### config.mk
export PLATFORM = sky130hd
export DESIGN_NAME = framed_packet_receiver_unit
export DESIGN_NICKNAME = d
export VERILOG_FILES = /design/src/fpr_pkg.sv /design/src/fpr_in_stage.sv /design/src/fpr_parser.sv /design/src/fpr_out_stage.sv /design/src/framed_packet_receiver_unit.sv
export SDC_FILE = /design/constraint.sdc
export NUM_CORES = 1
export LEC_CHECK = 0
export ABC_CLOCK_PERIOD_IN_PS = 2800
export BUFFER_PORTS_ARGS = -buffer_cell sky130_fd_sc_hd__clkbuf_2
export CAP_MARGIN = 20
export CORE_UTILIZATION = 45
export CTS_CLUSTER_SIZE = 16
export DETAILED_ROUTE_END_ITERATION = 8
export PLACE_DENSITY = 0.66
export SYNTH_ARGS = -nofsm -noshare
export SYNTH_HDL_FRONTEND = slang
export SYNTH_HIERARCHICAL = 1
export SYNTH_SLANG_ARGS = --single-unit
### constraint.sdc
create_clock -name clk -period 2.8 [get_ports clk]
set_input_delay 0.28 -clock clk [delete_from_list [all_inputs] [get_ports clk]]
set_output_delay 0.28 -clock clk [all_outputs]
set_load 0.1 [all_outputs]
### src/fpr_pkg.sv
// Package: shared types and constants for the framed packet receiver.
`timescale 1ns / 1ps

package fpr_pkg;

  localparam int ByteW  = 8;
  localparam int IndexW = 9;
  localparam int KindW  = 2;
  localparam int CauseW = 2;
  localparam int OutDataW = 24;

  localparam logic [ByteW-1:0] PreambleByte = 8'hFE;
  localparam logic [ByteW-1:0] HeadByte     = 8'h68;
  localparam logic [ByteW-1:0] TailByte     = 8'h16;

  // Body positions before the data bytes
  localparam logic [IndexW-1:0] IdxAddr    = 9'd0;
  localparam logic [IndexW-1:0] IdxCmd     = 9'd1;
  localparam logic [IndexW-1:0] IdxLen     = 9'd2;
  localparam logic [IndexW-1:0] IdxDataBase = 9'd3;

  typedef enum logic [KindW-1:0] {
    KIND_NONE   = 2'd0,
    KIND_FIELD  = 2'd1,
    KIND_ACCEPT = 2'd2,
    KIND_REJECT = 2'd3
  } kind_t;

  typedef enum logic [CauseW-1:0] {
    CAUSE_NONE = 2'd0,
    CAUSE_HEAD = 2'd1,
    CAUSE_SUM  = 2'd2,
    CAUSE_TAIL = 2'd3
  } cause_t;

  typedef struct packed {
    kind_t             kind;
    logic [IndexW-1:0] field_index;
    logic [ByteW-1:0]  field_value;
    cause_t            error_cause;
  } result_t;

endpackage

### src/fpr_in_stage.sv
// Input register stage: holds one received byte until the parser takes it.
`timescale 1ns / 1ps

module fpr_in_stage (
  input  logic                    clk,
  input  logic                    rst,
  input  logic                    in_valid,
  output logic                    in_ready,
  input  logic [fpr_pkg::ByteW-1:0] in_byte,
  input  logic                    advance,
  output logic                    held_valid,
  output logic [fpr_pkg::ByteW-1:0] held_byte
);

  assign in_ready = !held_valid || advance;

  always_ff @(posedge clk) begin
    if (rst) begin
      held_valid <= 1'b0;
    end else if (in_ready) begin
      held_valid <= in_valid;
    end
  end

  always_ff @(posedge clk) begin
    if (in_ready && in_valid) begin
      held_byte <= in_byte;
    end
  end

endmodule

### src/fpr_parser.sv
// Frame parser: phase tracking, checksum and per-byte result.
`timescale 1ns / 1ps

module fpr_parser (
  input  logic                      clk,
  input  logic                      rst,
  input  logic                      step,
  input  logic [fpr_pkg::ByteW-1:0] rx_byte,
  output fpr_pkg::result_t          result
);

  typedef enum logic [2:0] {
    PH_IDLE,
    PH_PRE,
    PH_ADDR,
    PH_CMD,
    PH_LEN,
    PH_DATA,
    PH_SUM,
    PH_TAIL
  } phase_t;

  phase_t                    phase, phase_next;
  logic [fpr_pkg::ByteW-1:0] running_sum, running_sum_next;
  logic [fpr_pkg::ByteW-1:0] data_length, data_length_next;
  logic [fpr_pkg::ByteW-1:0] data_count, data_count_next;
  logic [fpr_pkg::ByteW-1:0] sum_add;
  logic [fpr_pkg::ByteW-1:0] count_inc;

  assign sum_add   = running_sum + rx_byte;
  assign count_inc = data_count + 8'd1;

  always_comb begin
    phase_next       = phase;
    running_sum_next = running_sum;
    data_length_next = data_length;
    data_count_next  = data_count;
    result.kind        = fpr_pkg::KIND_NONE;
    result.field_index = '0;
    result.field_value = '0;
    result.error_cause = fpr_pkg::CAUSE_NONE;
    unique case (phase)
      PH_PRE: begin
        if (rx_byte == fpr_pkg::HeadByte) begin
          running_sum_next = fpr_pkg::HeadByte;
          phase_next       = PH_ADDR;
        end else if (rx_byte != fpr_pkg::PreambleByte) begin
          phase_next         = PH_IDLE;
          result.kind        = fpr_pkg::KIND_REJECT;
          result.error_cause = fpr_pkg::CAUSE_HEAD;
        end
      end
      PH_ADDR: begin
        running_sum_next   = sum_add;
        phase_next         = PH_CMD;
        result.kind        = fpr_pkg::KIND_FIELD;
        result.field_index = fpr_pkg::IdxAddr;
        result.field_value = rx_byte;
      end
      PH_CMD: begin
        running_sum_next   = sum_add;
        phase_next         = PH_LEN;
        result.kind        = fpr_pkg::KIND_FIELD;
        result.field_index = fpr_pkg::IdxCmd;
        result.field_value = rx_byte;
      end
      PH_LEN: begin
        running_sum_next   = sum_add;
        data_length_next   = rx_byte;
        data_count_next    = '0;
        phase_next         = (rx_byte == '0) ? PH_SUM : PH_DATA;
        result.kind        = fpr_pkg::KIND_FIELD;
        result.field_index = fpr_pkg::IdxLen;
        result.field_value = rx_byte;
      end
      PH_DATA: begin
        running_sum_next   = sum_add;
        data_count_next    = count_inc;
        result.kind        = fpr_pkg::KIND_FIELD;
        result.field_index = fpr_pkg::IdxDataBase + {1'b0, data_count};
        result.field_value = rx_byte;
        if (count_inc >= data_length) begin
          phase_next = PH_SUM;
        end
      end
      PH_SUM: begin
        if (rx_byte == running_sum) begin
          phase_next = PH_TAIL;
        end else begin
          phase_next         = PH_IDLE;
          result.kind        = fpr_pkg::KIND_REJECT;
          result.error_cause = fpr_pkg::CAUSE_SUM;
        end
      end
      PH_TAIL: begin
        phase_next = PH_IDLE;
        if (rx_byte == fpr_pkg::TailByte) begin
          result.kind = fpr_pkg::KIND_ACCEPT;
        end else begin
          result.kind        = fpr_pkg::KIND_REJECT;
          result.error_cause = fpr_pkg::CAUSE_TAIL;
        end
      end
      PH_IDLE: begin
        phase_next = (rx_byte == fpr_pkg::PreambleByte) ? PH_PRE : PH_IDLE;
      end
      default: begin
        phase_next = PH_IDLE;
      end
    endcase
  end

  always_ff @(posedge clk) begin
    if (rst) begin
      phase       <= PH_IDLE;
      running_sum <= '0;
      data_length <= '0;
      data_count  <= '0;
    end else if (step) begin
      phase       <= phase_next;
      running_sum <= running_sum_next;
      data_length <= data_length_next;
      data_count  <= data_count_next;
    end
  end

endmodule

### src/fpr_out_stage.sv
// Output register stage: holds one result transaction until taken.
`timescale 1ns / 1ps

module fpr_out_stage (
  input  logic             clk,
  input  logic             rst,
  input  logic             step,
  input  fpr_pkg::result_t result,
  output logic             advance,
  output logic             out_valid,
  input  logic             out_ready,
  output fpr_pkg::result_t out_result
);

  assign advance = !out_valid || out_ready;

  always_ff @(posedge clk) begin
    if (rst) begin
      out_valid <= 1'b0;
    end else if (advance) begin
      out_valid <= step;
    end
  end

  always_ff @(posedge clk) begin
    if (step) begin
      out_result <= result;
    end
  end

endmodule

### src/framed_packet_receiver_unit.sv
// Top level: framed packet receiver, one received byte in, one result out.
//
//  channel  | dir | tdata                               | tuser
//  s_axis   | in  | [7:0] rx_byte                       | -
//  m_axis   | out | [8:0] field_index, [16:9] field_value,| [1:0] kind
//           |     | [18:17] error_cause, [23:19] zero   |
//
// One byte per cycle while m_axis_tready allows it; each byte passes the input
// register, one parser step (state update plus an 8-bit add) and the output
// register, which holds its result until it is taken.
// Reset puts the parser in idle with checksum, length and count cleared.
// A stalled output holds its result; both stages fill before s_axis_tready drops.
`timescale 1ns / 1ps

module framed_packet_receiver_unit (
  input  logic                         clk,
  input  logic                         rst,
  input  logic                         s_axis_tvalid,
  output logic                         s_axis_tready,
  input  logic [fpr_pkg::ByteW-1:0]    s_axis_tdata,   // [7:0] rx_byte
  output logic                         m_axis_tvalid,
  input  logic                         m_axis_tready,
  // [8:0] field_index, [16:9] field_value, [18:17] error_cause, [23:19] zero
  output logic [fpr_pkg::OutDataW-1:0] m_axis_tdata,
  output logic [fpr_pkg::KindW-1:0]    m_axis_tuser    // [1:0] kind
);

  logic                      advance;
  logic                      held_valid;
  logic [fpr_pkg::ByteW-1:0] held_byte;
  logic                      step;
  fpr_pkg::result_t          result;
  fpr_pkg::result_t          out_result;

  assign step = held_valid && advance;

  fpr_in_stage u_in_stage (
    .clk        (clk),
    .rst        (rst),
    .in_valid   (s_axis_tvalid),
    .in_ready   (s_axis_tready),
    .in_byte    (s_axis_tdata),
    .advance    (advance),
    .held_valid (held_valid),
    .held_byte  (held_byte)
  );

  fpr_parser u_parser (
    .clk     (clk),
    .rst     (rst),
    .step    (step),
    .rx_byte (held_byte),
    .result  (result)
  );

  fpr_out_stage u_out_stage (
    .clk        (clk),
    .rst        (rst),
    .step       (step),
    .result     (result),
    .advance    (advance),
    .out_valid  (m_axis_tvalid),
    .out_ready  (m_axis_tready),
    .out_result (out_result)
  );

  assign m_axis_tuser = out_result.kind;
  assign m_axis_tdata = {5'd0, out_result.error_cause, out_result.field_value,
                         out_result.field_index};

  a_empty_out_ready: assert property (@(posedge clk) disable iff (rst)
    !m_axis_tvalid |-> s_axis_tready)
    else $error("input stalled while output register empty");

  a_field_only_body: assert property (@(posedge clk) disable iff (rst)
    (m_axis_tvalid && m_axis_tuser != fpr_pkg::KIND_FIELD) |->
      (m_axis_tdata[16:0] == 17'd0))
    else $error("index or value set outside a body byte");

  a_cause_on_reject: assert property (@(posedge clk) disable iff (rst)
    m_axis_tvalid |->
      ((m_axis_tuser == fpr_pkg::KIND_REJECT) == (m_axis_tdata[18:17] != 2'd0)))
    else $error("error cause does not match reject kind");

endmodule

======== After elaboration in Yosys (flattened, before gate mapping) ========
Index checks and enable logic that the tools add are counted.
word-level totals
  flip-flop bits (word level) ............. 58
  logic and storage cells ................. 66
operators by class
  add/sub/neg operators ................... 3
  magnitude comparators ................... 1
  equal/unequal tests ..................... 15
  mux-type cells .......................... 21
  reductions and logical operators ........ 15
operators by type and width
  operator                                                                  count
  17-bit case mux with 4 select lines                                       1
  8-bit case mux with 2 select lines                                        2
  3-bit case mux with 8 select lines                                        1
  2-bit two-way mux                                                         7
  3-bit == test (second input constant)                                     4
  3-bit two-way mux                                                         4
  2-bit by 8-bit adder with 9-bit output (first input constant)             1
  8-bit by 1-bit adder with 8-bit output (second input constant)            1
  8-bit adder                                                               1
  8-bit by 5-bit == test with 1-bit output (second input constant)          1
  8-bit by 7-bit == test with 1-bit output (second input constant)          1
  8-bit == test                                                             1
  8-bit == test (second input constant)                                     1
  8-bit greater-or-equal comparator                                         1
  8-bit zero test                                                           1
  8-bit two-way mux                                                         1
  8-bit inequality test (second input constant)                             1
  2-bit case mux with 4 select lines                                        1
  3-bit by 2-bit == test with 1-bit output (second input constant)          2
  2-bit case mux with 3 select lines                                        1
  3-bit AND reduction                                                       2
  2-bit by 1-bit inequality test with 1-bit output (second input constant)  2
  2-bit AND reduction                                                       2
  2-bit nonzero test                                                        2
  other kinds (8)                                                           13

======== Logic depth before layout (Yosys ltp) ========
  depth after elaboration ................. 4
  depth in mapped cells ................... 10
  gate-level depth less buffers ........... 9

======== By module ========
Netlist, hierarchy kept.
by module, submodules not included
  module                       instances  cells each  area an instance (sq um)
  fpr_parser                   1          269         2114.5
  fpr_out_stage                1          25          676.9
  fpr_in_stage                 1          13          295.3
  framed_packet_receiver_unit  1          7           47.5

======== Least setup slack after synthesis ========
OpenSTA, ideal clock, no wires.
  path kind ............................... reg-to-reg
  start ................................... reg u_out_stage.out_valid
  end ..................................... reg u_parser/data_count[2] (netlist name)
  arrival time ............................ 2.424 ns
  slack ................................... 0.306 ns
  stages on the path, launching flop included .. 7
  path buffers ............................ 0
  clock period less this slack ............ 2.494 ns
  cell sequence ........................... dfxtp_1 -> nand2b_4 -> and2_1 -> nand2_1 -> nor2_1 -> nand3b_1 -> a21oi_1
between the ends
  longest elaborated chain between the ends .. 4
ends and longest elaborated chain
  element                               RTL line                           RTL
  start, declared                       fpr_out_stage.sv:10                output logic out_valid,
  start signal, assigned                fpr_out_stage.sv:21                out_valid <= step;
  1-bit zero test                       fpr_out_stage.sv:15                assign advance = !out_valid || out_ready;
  1-bit logical OR                      fpr_out_stage.sv:15
  named net advance                     framed_packet_receiver_unit.sv:28  logic advance;
  1-bit logical AND                     framed_packet_receiver_unit.sv:35  assign step = held_valid && advance;
  named net step                        framed_packet_receiver_unit.sv:31  logic step;
  2-bit AND reduction (no source line)  --
  end signal, assigned                  fpr_parser.sv:123                  data_count <= data_count_next;
  end, declared                         fpr_parser.sv:26                   logic [fpr_pkg::ByteW-1:0] data_count, data_count_next;
The timed path passes the listed nets, and every way through them passes these cells.
A chain may end at the register's enable or synchronous reset.

======== Worst setup path in the final report ========
  start ................................... reg u_parser/data_count[2] (netlist name)
  end ..................................... reg u_parser.phase[1]
between the ends
  longest elaborated chain between the ends .. 4
ends and longest elaborated chain
  element                                                            RTL line           RTL
  8-bit by 1-bit adder with 8-bit output                             fpr_parser.sv:31   assign count_inc = data_count + 8'd1;
  8-bit greater-or-equal comparator                                  fpr_parser.sv:82   if (count_inc >= data_length) begin
  2-bit by 1-bit inequality test with 1-bit output (no source line)  --
  3-bit AND reduction (no source line)                               --
  end signal, assigned                                               fpr_parser.sv:120  phase <= phase_next;
  end, declared                                                      fpr_parser.sv:23   phase_t phase, phase_next;
No other way between the ends.

==> run summary <==
Pwr per Cell Area - 522 nW/um^2
Synth Cell Area - 3130 sq um
Post-CTS Setup Inserts - 0
CP max FO - 9
sequential-to-total area share from yosys stat - 46.3%
status - finished clean
total gr overflow - 0
clock root cell - clkbuf_8
Max Slew Vio Count - 0
crit-path max cell delay - 470 ps
final setup TNS - 0 ps
worst slew pin tran - 637 ps
top cell type's share of synthesized area - 27.8%
initial antenna violation count - 0
Routed Antenna Nets - 0
unrepaired setup endpoints after global routing - false
Critical Path RT - 2990 ps
ant diodes - 0
clock slew seen by the registers of the worst setup and hold paths - 60 ps
VDD IR max - 0.336 mV
First DRT Iteration DRCs - 120
Syn Inst Count - 314
Final HPWL DP - 4480 um
library cells used by synthesis - 54
CP Cell Sequence - nand3_1, nor2_1, xor2_1, ha_1, a211oi_1, o211ai_1, a41oi_1, or3_1, a21oi_1
core area - 6760 sq um
CP max-delay cell - dfxtp_1
Tot Pwr - 0.00185 W
skew final - 13.4 ps
final hold violations - 0
maximum buffer depth of the clock tree - 2
I/O Buffers - 34
EDFF count, synth - 29
critical path arrival - 2650 ps
CTS resizes - 0
count leader, synth - nor2_1
main area contributors after synthesis - edfxtp_1 28%, dfxtp_1 19%, ha_1 7.6%
Clock Latency Late Sink - 340 ps
vias per inst - 5.41
global-route wire length before repair - 10600 um
CTS tree - built
worst setup margin - 340 ps
Slew HR - 57.5%
Starting Density - 46.4%
# hold bufs at CTS - 0
# setup viols final - 0
TritonCTS buffer count - 9
CP startpoint kind - register
Tightest Hold Check Type - primary input to register
WL/cell - 14.5 um
crit end category - register
Site Rows - 30
min Tclk post-route - 2460 ps
GRT Total Usage - 19.2%
FFs w/ async S/R, synth - 0%
largest net degree at the start of global routing - 30
max_cap viols - 0
H-tree depth - 3
Leakage - 1.34 nW
layout cells sized above 1 - 18.8%
Finished Layout Cells - 437
Die Wd - 85.5 um
vias in the first global route - 2203
DP Cell Count - 421
I/O pin count - 40
Avg Inst Size Synth - 9.98 sq um
#FFs+latches synth - 58
cell accounting for the most synthesized area - edfxtp_1
area grow syn2layout - 13.0%
vias - 2362
post-layout util - 52.4%
Post-synth top cells - 35 x nor2_1, 29 x dfxtp_1, 29 x edfxtp_1
TritonRoute pass-1 iters - 5
drc violations - 0
final worst-path cycle share - 87.9%
CTS sink cnt - 58
overall die height - 85.5 um
Ys Warns - 6
top_reg_cell synth - edfxtp_1
Die ar. - 7300 sq um
Final nets - 384
Fmax - 406 MHz
Place WS - 386 ps
total wire length - 6320 um
Final Wtd Congestion - 0.763
crit path kind - register to register
==> stage by stage <==
stage / hold WS, ps / instance area (sq um)
6_report: 119 / 3540
5_1_grt: 98.8 / 3540
4_1_cts: 102 / 3540
3_3_place_gp: 458 / 3360
2_1_floorplan: 342 / 3150
3_5_place_dp: 459 / 3360
==> power by group <==
group	total [W]	switching (W)	internal, W
Combinational	0.000196	0.000163	0.0000332
Clock	0.000729	0.000323	0.000406
Sequential	0.000926	0.0000155	0.000911
==> metal layers <==
layer,global-route usage (%),vias up,wire length (um)
li1,-,1177,-
met1,25.5,1106,2970
met2,28.7,70,2910
met3,4.18,9,344
met4,11.1,0,98
met5,0,-,0
==> cell families after synthesis <==
logic type / Yosys count / synth area share [%]
AOI/OAI and AO/OA: 63 / 13.1
xor gates and xnor gates: 14 / 3.91
DFF: 58 / 46.3
and+or+nand+nor: 114 / 20.2
adders and majority gates: 20 / 8.22
muxes: 8 / 2.55
buffers and inverters: 36 / 5.55
other: 1 / 0.120
==> critical path, delay by kind of cell (launching register included) <==
| family | cells | cell delay (ps) |
|---|---|---|
| simple gates | 3 | 580 |
| compound gates | 4 | 800 |
| fa+ha+maj | 1 | 270 |
| flops | 1 | 470 |
| xor+xnor | 1 | 210 |
==> state kept, by name, indices dropped and copies added (netlist names) <==
| register | cells |
|---|---|
| u_out_stage/out_result | 21 |
| u_parser/phase | 3 |
| u_parser/data_count | 8 |
| u_in_stage/held_byte | 8 |
| u_in_stage/held_valid | 1 |
| u_parser/data_length | 8 |
| u_parser/running_sum | 8 |
| u_out_stage/out_valid | 1 |
==> final timing paths <==
check	start	end	slack [ps]	cells after the start
worst max-delay path	u_parser/data_count[2]	u_parser/phase[1]	340	9
worst min-delay path	s_axis_tdata[2]	u_in_stage/held_byte[2]	120	1
worst max register to register	u_parser/data_count[2]	u_parser/phase[1]	340	9
worst min register to register	u_parser/running_sum[5]	u_parser/running_sum[5]	480	2
==> final cells by class <==
type | count | area [sq um]
Fill cell | 622 | 3210
Multi-Input combinational cell | 224 | 1520
Sequential cell | 58 | 1450
Timing Repair Buffer | 40 | 215
Clock buffer | 12 | 135
Tap cell | 80 | 100
Inverter | 19 | 71.3
Clock inverter | 4 | 43.8
==> placed cells by master (no fill, tap or decap), drive strengths merged, types with 2 or more instances in the layout <==
cell / n
a211oi: 3
a21o: 2
a21oi: 23
a221oi: 3
a22oi: 8
and2: 11
and3: 2
buf: 6
clkbuf: 46
clkinv: 3
conb: 5
dfxtp: 29
edfxtp: 29
ha: 19
inv: 19
mux2i: 8
nand2: 15
nand2b: 8
nand3: 9
nand3b: 3
nand4b: 3
nor2: 35
nor2b: 8
nor3: 8
nor3b: 2
nor4: 3
o2111ai: 2
o211ai: 4
o21a: 2
o21ai: 12
or2: 2
or3: 2
xnor2: 6
xor2: 8
Note: power is estimated with default switching activity, not from simulation.
